### src/hdl/cwt_pkg.sv
package cwt_pkg;

    // Action codes carried on the input word.
    localparam logic [1:0] ACT_SAVE      = 2'd0;
    localparam logic [1:0] ACT_DELETE    = 2'd1;
    localparam logic [1:0] ACT_RECOGNIZE = 2'd2;

    // Status codes carried on the output word.
    localparam logic ST_OK   = 1'b0;
    localparam logic ST_FAIL = 1'b1;

    localparam int ACT_W    = 2;
    localparam int NAME_W   = 8;
    localparam int SERIAL_W = 32;
    localparam int ECOUNT_W = 5;

    typedef logic [ACT_W-1:0]    t_action;
    typedef logic [NAME_W-1:0]   t_name;
    typedef logic [SERIAL_W-1:0] t_serial;
    typedef logic [ECOUNT_W-1:0] t_ecount;

    // One table slot as it is stored in the table memory.
    typedef struct packed {
        t_name   name;
        t_serial serial;
        logic    active;
    } t_entry;

    localparam int ENTRY_W = $bits(t_entry);

endpackage

### src/hdl/cwt_ifs.sv
interface cwt_in_if;
    import cwt_pkg::*;

    logic    valid;
    logic    ready;
    t_action action;
    t_name   card_name;
    t_serial card_serial;

    modport source (output valid, output action, output card_name, output card_serial,
                    input ready);
    modport sink   (input valid, input action, input card_name, input card_serial,
                    output ready);
endinterface

interface cwt_out_if;
    import cwt_pkg::*;

    logic    valid;
    logic    ready;
    logic    status;
    t_ecount entry_count;

    modport source (output valid, output status, output entry_count, input ready);
    modport sink   (input valid, input status, input entry_count, output ready);
endinterface

### src/hdl/cwt_ram.sv
module cwt_ram #(
    parameter int DEPTH = 16,
    parameter int WIDTH = 41,
    parameter int AW    = 4
) (
    input  logic             i_clk,
    input  logic             i_we,
    input  logic [AW-1:0]    i_waddr,
    input  logic [WIDTH-1:0] i_wdata,
    input  logic             i_re,
    input  logic [AW-1:0]    i_raddr,
    output logic [WIDTH-1:0] o_rdata
);

    logic [WIDTH-1:0] r_mem [DEPTH];
    logic [WIDTH-1:0] r_rdata;

    always_ff @(posedge i_clk) begin
        if (i_we) begin
            r_mem[i_waddr] <= i_wdata;
        end
    end

    always_ff @(posedge i_clk) begin
        if (i_re) begin
            r_rdata <= r_mem[i_raddr];
        end
    end

    assign o_rdata = r_rdata;

endmodule

### src/hdl/card_id_whitelist_table_unit.sv
// Channel   Dir  Payload                                   Handshake
// i_in      in   action, card_name, card_serial            valid / ready
// o_out     out  status, entry_count                       valid / ready
//
// An accepted item scans the used slots in order, then waits in a done state until
// the output word is free, hands its result out and returns to idle, where the next
// word can be taken; an empty table reads no slot. A save that finds its serial, or
// a delete or recognize that hits, ends the scan at the matching slot. The single
// read port of the table memory reads one slot per cycle while scanning. Reset
// clears the used count, the state, the pending flag and the output valid flag and
// holds ready low; slot contents stay undefined and are never read before they
// are written. A stalled output holds its word; a new item is accepted while that
// word still waits, and once finished it holds the input off until the word leaves.
module card_id_whitelist_table_unit #(
    parameter int CAPACITY = 16
) (
    input  logic     i_clk,
    input  logic     i_rst_n,
    cwt_in_if.sink   i_in,
    cwt_out_if.source o_out
);
    import cwt_pkg::*;

    // Slot index width and used-count width; the count must be able to hold CAPACITY.
    localparam int AW = (CAPACITY > 1) ? $clog2(CAPACITY) : 1;
    localparam int CW = $clog2(CAPACITY + 1);
    localparam logic [CW-1:0] CAP_C = CW'(CAPACITY);

    localparam logic [1:0] S_IDLE = 2'd0;
    localparam logic [1:0] S_SCAN = 2'd1;
    localparam logic [1:0] S_DONE = 2'd2;

    logic [1:0]    r_state, n_state;
    t_action       r_act;
    t_name         r_name;
    t_serial       r_serial;
    logic [CW-1:0] r_count, n_count;
    // Next slot to read, and the slot whose data arrives from the memory this cycle.
    logic [CW-1:0] r_ptr, n_ptr;
    logic          r_pend, n_pend;
    logic [CW-1:0] r_pidx, n_pidx;
    logic          r_fail, n_fail;
    logic          r_ovalid, n_ovalid;
    logic          r_ostatus, n_ostatus;
    t_ecount       r_ocount, n_ocount;

    logic          rd_en;
    logic          wr_en;
    logic [AW-1:0] wr_addr;
    t_entry        wr_data;
    t_entry        rd_entry;
    logic [ENTRY_W-1:0] rd_raw;
    logic          hit;
    logic          accept;

    cwt_ram #(
        .DEPTH (CAPACITY),
        .WIDTH (ENTRY_W),
        .AW    (AW)
    ) u_ram (
        .i_clk   (i_clk),
        .i_we    (wr_en),
        .i_waddr (wr_addr),
        .i_wdata (wr_data),
        .i_re    (rd_en),
        .i_raddr (r_ptr[AW-1:0]),
        .o_rdata (rd_raw)
    );

    assign rd_entry = t_entry'(rd_raw);
    assign accept   = i_in.valid && i_in.ready;

    // A save matches on serial regardless of the active flag, a delete on name,
    // and a recognize only on an active slot with the serial.
    always_comb begin
        case (r_act)
            ACT_SAVE:      hit = (rd_entry.serial == r_serial);
            ACT_DELETE:    hit = (rd_entry.name == r_name);
            ACT_RECOGNIZE: hit = rd_entry.active && (rd_entry.serial == r_serial);
            default:       hit = 1'b0;
        endcase
    end

    always_comb begin
        n_state   = r_state;
        n_count   = r_count;
        n_ptr     = r_ptr;
        n_pend    = r_pend;
        n_pidx    = r_pidx;
        n_fail    = r_fail;
        n_ovalid  = r_ovalid;
        n_ostatus = r_ostatus;
        n_ocount  = r_ocount;
        rd_en     = 1'b0;
        wr_en     = 1'b0;
        wr_addr   = r_count[AW-1:0];
        wr_data   = '{name: r_name, serial: r_serial, active: 1'b1};

        if (r_ovalid && o_out.ready) begin
            n_ovalid = 1'b0;
        end

        case (r_state)
            S_IDLE: begin
                if (accept) begin
                    n_ptr   = '0;
                    n_pend  = 1'b0;
                    n_fail  = ST_FAIL;
                    n_state = S_SCAN;
                end
            end
            S_SCAN: begin
                if (r_pend && hit) begin
                    n_state = S_DONE;
                    if (r_act == ACT_SAVE) begin
                        n_fail = ST_FAIL;
                    end else begin
                        n_fail = ST_OK;
                    end
                    if (r_act == ACT_DELETE) begin
                        wr_en   = 1'b1;
                        wr_addr = r_pidx[AW-1:0];
                        wr_data = '{name: rd_entry.name, serial: rd_entry.serial,
                                    active: 1'b0};
                        if (CW'(r_pidx + 1'b1) == r_count) begin
                            n_count = CW'(r_count - 1'b1);
                        end
                    end
                end else if (!r_pend && (r_ptr >= r_count)) begin
                    // Scan ran out without a match.
                    n_state = S_DONE;
                    if ((r_act == ACT_SAVE) && (r_count < CAP_C)) begin
                        wr_en   = 1'b1;
                        n_count = CW'(r_count + 1'b1);
                        n_fail  = ST_OK;
                    end else begin
                        n_fail  = ST_FAIL;
                    end
                end else begin
                    if (r_ptr < r_count) begin
                        rd_en  = 1'b1;
                        n_ptr  = CW'(r_ptr + 1'b1);
                        n_pidx = r_ptr;
                        n_pend = 1'b1;
                    end else begin
                        n_pend = 1'b0;
                    end
                end
            end
            S_DONE: begin
                if (!r_ovalid || o_out.ready) begin
                    n_ovalid  = 1'b1;
                    n_ostatus = r_fail;
                    n_ocount  = ECOUNT_W'(r_count);
                    n_state   = S_IDLE;
                end
            end
            default: begin
                n_state = S_IDLE;
            end
        endcase
    end

    always_ff @(posedge i_clk) begin
        if (!i_rst_n) begin
            r_state  <= S_IDLE;
            r_count  <= '0;
            r_pend   <= 1'b0;
            r_ovalid <= 1'b0;
        end else begin
            r_state  <= n_state;
            r_count  <= n_count;
            r_pend   <= n_pend;
            r_ovalid <= n_ovalid;
        end
    end

    always_ff @(posedge i_clk) begin
        if (accept) begin
            r_act    <= i_in.action;
            r_name   <= i_in.card_name;
            r_serial <= i_in.card_serial;
        end
        r_ptr     <= n_ptr;
        r_pidx    <= n_pidx;
        r_fail    <= n_fail;
        r_ostatus <= n_ostatus;
        r_ocount  <= n_ocount;
    end

    // No word is taken while reset is held.
    assign i_in.ready        = i_rst_n && (r_state == S_IDLE);
    assign o_out.valid       = r_ovalid;
    assign o_out.status      = r_ostatus;
    assign o_out.entry_count = r_ocount;

endmodule

### src/flat_wrapper.sv
// flat-port wrapper written by rule: the top's interface ports become plain ports
module card_id_whitelist_table_unit_flat import cwt_pkg::*;
#(
    parameter int CAPACITY = 16
)
  (i_clk, i_rst_n, i_in_valid, i_in_action, i_in_card_name, i_in_card_serial, i_in_ready, o_out_valid, o_out_status, o_out_entry_count, o_out_ready);
  cwt_in_if i_in_i ();
  cwt_out_if o_out_i ();
  input  logic i_clk;
  input  logic i_rst_n;
  input wire logic [$bits(i_in_i.valid)-1:0] i_in_valid;
  input wire logic [$bits(i_in_i.action)-1:0] i_in_action;
  input wire logic [$bits(i_in_i.card_name)-1:0] i_in_card_name;
  input wire logic [$bits(i_in_i.card_serial)-1:0] i_in_card_serial;
  output wire logic [$bits(i_in_i.ready)-1:0] i_in_ready;
  output wire logic [$bits(o_out_i.valid)-1:0] o_out_valid;
  output wire logic [$bits(o_out_i.status)-1:0] o_out_status;
  output wire logic [$bits(o_out_i.entry_count)-1:0] o_out_entry_count;
  input wire logic [$bits(o_out_i.ready)-1:0] o_out_ready;
  assign i_in_i.valid = i_in_valid;
  assign i_in_i.action = i_in_action;
  assign i_in_i.card_name = i_in_card_name;
  assign i_in_i.card_serial = i_in_card_serial;
  assign i_in_ready = i_in_i.ready;
  assign o_out_valid = o_out_i.valid;
  assign o_out_status = o_out_i.status;
  assign o_out_entry_count = o_out_i.entry_count;
  assign o_out_i.ready = o_out_ready;
  card_id_whitelist_table_unit #(.CAPACITY(CAPACITY)) u_core (.i_clk(i_clk), .i_rst_n(i_rst_n), .i_in(i_in_i), .o_out(o_out_i));
endmodule
### config.mk
export PLATFORM = sky130hd
export DESIGN_NAME = card_id_whitelist_table_unit_flat
export DESIGN_NICKNAME = d
export VERILOG_FILES = /design/src/hdl/cwt_pkg.sv /design/src/hdl/cwt_ifs.sv /design/src/hdl/cwt_ram.sv /design/src/hdl/card_id_whitelist_table_unit.sv /design/src/flat_wrapper.sv
export SDC_FILE = /design/constraint.sdc
export NUM_CORES = 1
export LEC_CHECK = 0
export ABC_AREA = 0
export BUFFER_PORTS_ARGS = -buffer_cell sky130_fd_sc_hd__clkbuf_2
export CAP_MARGIN = 10
export CORE_UTILIZATION = 55
export DETAILED_ROUTE_END_ITERATION = 16
export HOLD_SLACK_MARGIN = 0.08
export MAX_ROUTING_LAYER = met4
export PLACE_DENSITY = 0.71
export SYNTH_ARGS = -nofsm -noshare
export SYNTH_HDL_FRONTEND = slang
export SYNTH_SLANG_ARGS = --single-unit
### constraint.sdc
create_clock -name i_clk -period 5.35 [get_ports i_clk]
set_clock_uncertainty 0.15 [all_clocks]
set_input_delay 0.535 -clock i_clk [delete_from_list [all_inputs] [get_ports i_clk]]
set_output_delay 0.535 -clock i_clk [all_outputs]
set_load 0.01 [all_outputs]
---- After elaboration in Yosys (flattened, before gate mapping) ----
Memories as Yosys holds them, arrays and structs flattened. A register that Yosys moved wholly into a read port is not among the register bits.
Cells that the tools add are included.
word-level totals
  register bits after elaboration ......... 68
  bits in writable memories ............... 656
  input port bits ......................... 46
  output and inout bits ................... 8
  word-level logic and storage cells ...... 105
  memories ................................ 1
cells by class
  add/subtract/negate cells ............... 4
  order comparisons ....................... 3
  equality and inequality tests ........... 15
  muxes and demuxes ....................... 46
  bitwise logic cells ..................... 2
  reduce and logical (&&, ||, !) cells .... 22
memory list
  memory              words  width  rd ports  clocked after Yosys merged registers in  wr ports  RTL line       text
  u_core.u_ram.r_mem  16     41     1         1                                        1         cwt_ram.sv:15  logic [WIDTH-1:0] r_mem [DEPTH];
operator list
  operator             number
  $mux 41              3
  $mux 5               9
  $eq 32x32->1         1
  $mux 1               22
  $add 5x1->5 const B  3
  $mux 4               3
  $pmux 5 s2           1
  $reduce_and 5->1     2
  $eq 8x8->1           1
  $mux 2               4
  $ne 2x2->1 const B   4
  $reduce_and 4->1     2
  $logic_and 1x1->1    7
  $ne 2x1->1 const B   3
  $pmux 2 s3           1
  $reduce_and 3->1     2
  $reduce_bool 2->1    3
  $eq 5x5->1           1
  $ge 5x5->1           1
  $lt 5x5->1           1
  $lt 5x5->1 const B   1
  $sub 5x1->5 const B  1
  $eq 2x1->1 const B   2
  $eq 2x2->1 const B   2
  other kinds (8)      12

---- Depth between registers and ports, before layout ----
  depth in word-level cells ............... 8
  gate-level depth with buffers ........... 12
  gate-level depth less buffers ........... 12

---- By module ----
A second synthesis with hierarchy kept.
unflattened totals
  cell total of the unflattened synthesis .. 1,371
  area total of the unflattened synthesis .. 29,679.7 sq um
by module, submodules not included
  module                        instances  cells each  area each (sq um)
  cwt_ram                       1          1,066       25,786.0
  card_id_whitelist_table_unit  1          305         3,893.7

---- Worst setup path after synthesis ----
Ideal clock, no wire load.
  path type ............................... register -> register
  start point ............................. register u_core.r_ptr[0]
  end point ............................... memory u_core.u_ram.r_mem[11][0], enable pin
  arrival time ............................ 4.319 ns
  data required time ...................... 4.746 ns
  slack ................................... 0.427 ns
  cell stages (with the launch flop) ...... 13
  cell sequence ........................... edfxtp_1 -> clkbuf_1 -> buf_2 -> buf_2 -> inv_1 -> ha_1 -> nand2b_1 -> a21o_1 -> a21oi_1 -> o22a_1 -> nor2_1 -> nand3_1 -> o22ai_1
on the way
  word-level cells in the longest chain between the ends .. 7
ends and longest elaborated chain
  item                          RTL line                             text
  start, declared               card_id_whitelist_table_unit.sv:39   logic [CW-1:0] r_ptr, n_ptr;
  start signal, assigned        card_id_whitelist_table_unit.sv:184  r_ptr <= n_ptr;
  $ge 5x5->1                    card_id_whitelist_table_unit.sv:129  end else if (!r_pend && (r_ptr >= r_count)) begin
  $logic_and 1x1->1             card_id_whitelist_table_unit.sv:129
  $mux 1                        card_id_whitelist_table_unit.sv:129
  $mux 1                        card_id_whitelist_table_unit.sv:113  if (r_pend && hit) begin
  $mux 1                        card_id_whitelist_table_unit.sv:103  case (r_state)
  $mux 1                        cwt_ram.sv:19                        if (i_we) begin
  $mux 1 (implied by the code)  cwt_ram.sv:20                        r_mem[i_waddr] <= i_wdata;
  end, declared                 cwt_ram.sv:15
Every way passes these cells.

---- Worst setup path after layout ----
  start point ............................. register u_core.u_ram.r_rdata[5] (netlist: u_core.u_ram.o_rdata[5]), read port of u_core.u_ram.r_mem
  end point ............................... memory u_core.u_ram.r_mem[13][15], enable pin
on the way
  word-level cells in the longest chain between the ends .. 8
ends and longest elaborated chain
  item                          RTL line                                                                text
  start, declared               cwt_ram.sv:16                                                           logic [WIDTH-1:0] r_rdata;
  $eq 32x32->1 *                card_id_whitelist_table_unit.sv:77, card_id_whitelist_table_unit.sv:79
  $logic_and 1x1->1             card_id_whitelist_table_unit.sv:79                                      ACT_RECOGNIZE: hit = rd_entry.active && (rd_entry.serial == r_serial);
  $pmux 1 s3 *                  card_id_whitelist_table_unit.sv:76                                      case (r_act)
  $logic_and 1x1->1 *           card_id_whitelist_table_unit.sv:113
  $mux 1                        card_id_whitelist_table_unit.sv:113
  $mux 1                        card_id_whitelist_table_unit.sv:103
  $mux 1                        cwt_ram.sv:19
  $mux 1 (implied by the code)  cwt_ram.sv:20
Every way passes the cells marked *; elsewhere a longest branch is shown, timed or not.

==> results by group <==
Run status
  – Status: finished, violations left
  – Violated checks: DRC

Logic synthesis
  – Register bit total from synthesis: 765
  – Dominant cell type by area after synthesis: edfxtp_1
  – Syn_nets: 1329
  – Ys Warns: 0
  – Syn Std Cell Area: 29700 um2
  – Sequential area share after synthesis: 77.2%
  – Most used DFF post-synth: edfxtp_1
  – EDFF count, synth: 756
  – Unique masters post-synth: 53
  – Post-synth ARST share: 0%
  – Cell count after synthesis: 1272
  – Synth area leaders: edfxtp_1 (77%), mux4_2 (16%), xor2_1 (1.3%)
  – Top cell type's share of synthesized area: 76.6%
  – Syn Area/Cell: 23.3 um2

Timing
  – Post-layout min period: 4.11 ns
  – Setup TNS: 0 ns
  – RSZ-0062 raised after global routing: no
  – Max Slew Vio Count: 0
  – Fmax: 243 MHz
  – Setup violators final: 0
  – Hold Slack: 0.129 ns
  – Worst rel slew slack: 30.5%
  – Least-Margin Pin Slew: 1.04 ns
  – Fin crit share: 76.8%
  – Final hold vios: 0

Setup path
  – CP Class: flop to flop
  – R2R setup slack: 1.24 ns
  – CP Capture Type: flop
  – Maximum fanout along the worst path: 41
  – Crit path required time: 5.42 ns
  – CP Launch Point: u_core.u_ram.o_rdata[5]
  – Worst Path Arrival: 4.18 ns
  – Reg2reg start: u_core.u_ram.o_rdata[5]
  – Startpoint Class: flop

Cells and area
  – Fraction of layout cells with a size suffix above 1: 30.7%
  – Most frequent cells in the layout: edfxtp_1 (756), mux4_2 (205), clkbuf_16 (81)
  – Nets: 1479
  – Synthesis-to-finish area growth: 14.2%
  – N_diodes: 0
  – Commonest non-fill, non-tap cell in the layout: edfxtp_1
  – Final Non-Filler Cells: 2162

Clock network
  – Setup repair bufs after CTS: 0
  – Clock transition at the registers of the reported paths: 0.06 ns
  – CTS tree: built
  – Cts bufs inserted: 77
  – Worst-Skew Late Latency: 0.60 ns
  – Htree depth: 3
  – Max Buffers Root-to-Sink: 3
  – Root buffer cell: clkbuf_16
  – CTS sink count: 765

Floorplan
  – Die span in x: 234 um
  – Die Ht: 234 um
  – Initial Util: 56.1%
  – Die area: 54800 um2
  – Rows: 84
  – Core ar.: 52900 um2
  – Ports: 54

Route
  – Routed Antenna Nets: 0
  – Routed length per instance: 29.0 um
  – Via count: 13700
  – Pre-antenna DRT Iters: 11
  – Number of DRC markers in iteration 0: 1568
  – # DRC: 3
  – Routed WL: 62700 um
  – Vias/cell: 6.34

Flow run
  – MaxCap Viol Count: 0

Placement
  – IO buf count: 53
  – Placed instance count: 1988
  – Routability congestion estimate: 0.871
  – Hpwl dp: 33200 um

GRT
  – Grt ovf: 0
  – Pin count of the biggest net entering global routing: 109
  – First-pass GRT wire length: 92100 um
  – Vias in the first global route: 13800
  – Gr busiest metal: met2
  – Total track usage: 24.7%
  – Global routing usage on met3: 3.93%
  – Initial antenna violation count: 0
  – GR Util met1: 36.2%
  – Met2 Use GR: 36.7%

Power
  – Worst VDD drop: 273 uV
  – PwrDens: 363 nW/um2
  – P_leak: 0.0107 uW

Worst hold path
  – Min-Delay Startpoint: o_out_ready
  – Hold crit path type: input port to flop
==> path summary, 6_finish.rpt <==
kind,end,depth (start not counted)
max,u_core.u_ram.r_mem[13][15],8
min,u_core.o_out.valid,3
max reg2reg,u_core.u_ram.r_mem[13][15],8
min reg2reg,u_core.o_out.status,0
==> state kept, by name, summed over array words and instances, names as in the netlist <==
signal and flops:
u_core.o_out.entry_count 5, u_core.o_out.status 1, u_core.o_out.valid 1, u_core.r_act 2, u_core.r_count 5, u_core.r_fail 1, u_core.r_name 8, u_core.r_pend 1
u_core.r_pidx 5, u_core.r_ptr 5, u_core.r_serial 32, u_core.r_state 2, u_core.u_ram.o_rdata 41, u_core.u_ram.r_mem 656
==> metrics by stage <==
step	setup slack, ns	power [uW]	area, um2	utilization (%)
floorplan	0.427	7090	29700	-
global placement	1.33	7230	31000	58.7
detailed placement	1.32	7250	31000	58.7
CTS	1.29	12400	33900	64.0
global route	1.12	12600	33900	64.1
finish	1.24	12300	33900	64.1
==> Yosys cell counts (3+ instances only) <==
cell and instances:
clkbuf_1 40, o22ai_1 16, nand3_1 10, nor4_1 13
o21ai_0 3, xor2_1 43, inv_1 9, nor3_1 3
mux4_2 205, ha_1 10, and2_1 3, nand3b_1 4
edfxtp_1 756, nor2_1 16, nor2b_1 6, o21a_1 4
nand2b_1 6, mux2_2 32, nand2_1 15, buf_2 14
xnor2_1 10, a21oi_1 5, nand4_1 3, dfxtp_1 9
buf_1 3
==> cell type report <==
class / instances / area, um2
clock inverter: 29 / 292
timing repair buffer: 131 / 1010
clock buffer: 102 / 2110
multi-input combinational: 438 / 6680
inverter: 9 / 33.8
fill: 3380 / 19000
tap: 688 / 861
sequential: 765 / 22900
==> kinds of logic after synthesis <==
logic type	Yosys count	synth area share, %
xor+xnor	53	1.57
buf+inv	69	1.05
compound gates	42	1.01
mux	239	16.9
simple gates	93	1.85
fa+ha+maj	11	0.489
flops	765	77.2
==> what timing repair did <==
item,in CTS,in global routing
gates resized for setup,0,0
hold endpoints to repair,42,0
hold buffers,42,0
==> report_power, final <==
group | switching (uW) | internal [uW]
sequential | 27.5 | 6600
clock | 2120 | 3040
combinational | 264 | 243
total | 2410 | 9890
==> critical path: stages, from the launching register on <==
cell	delay [ns]
edfxtp_1	0.42
xor2_1	0.26
nor4_1	0.52
nand4_1	0.17
o41ai_2	0.63
and2b_1	0.26
nand3b_1	0.31
o22ai_4	0.26
buf_4	0.70
==> metal layers <==
| layer | routed length, um | share of wire (%) |
|---|---|---|
| met1 | 26900 | 43 |
| met2 | 30200 | 48 |
| met5 | 0 | 0 |
| met3 | 4450 | 7.1 |
| met4 | 1180 | 1.9 |
Power figures use the tool's default switching activity.
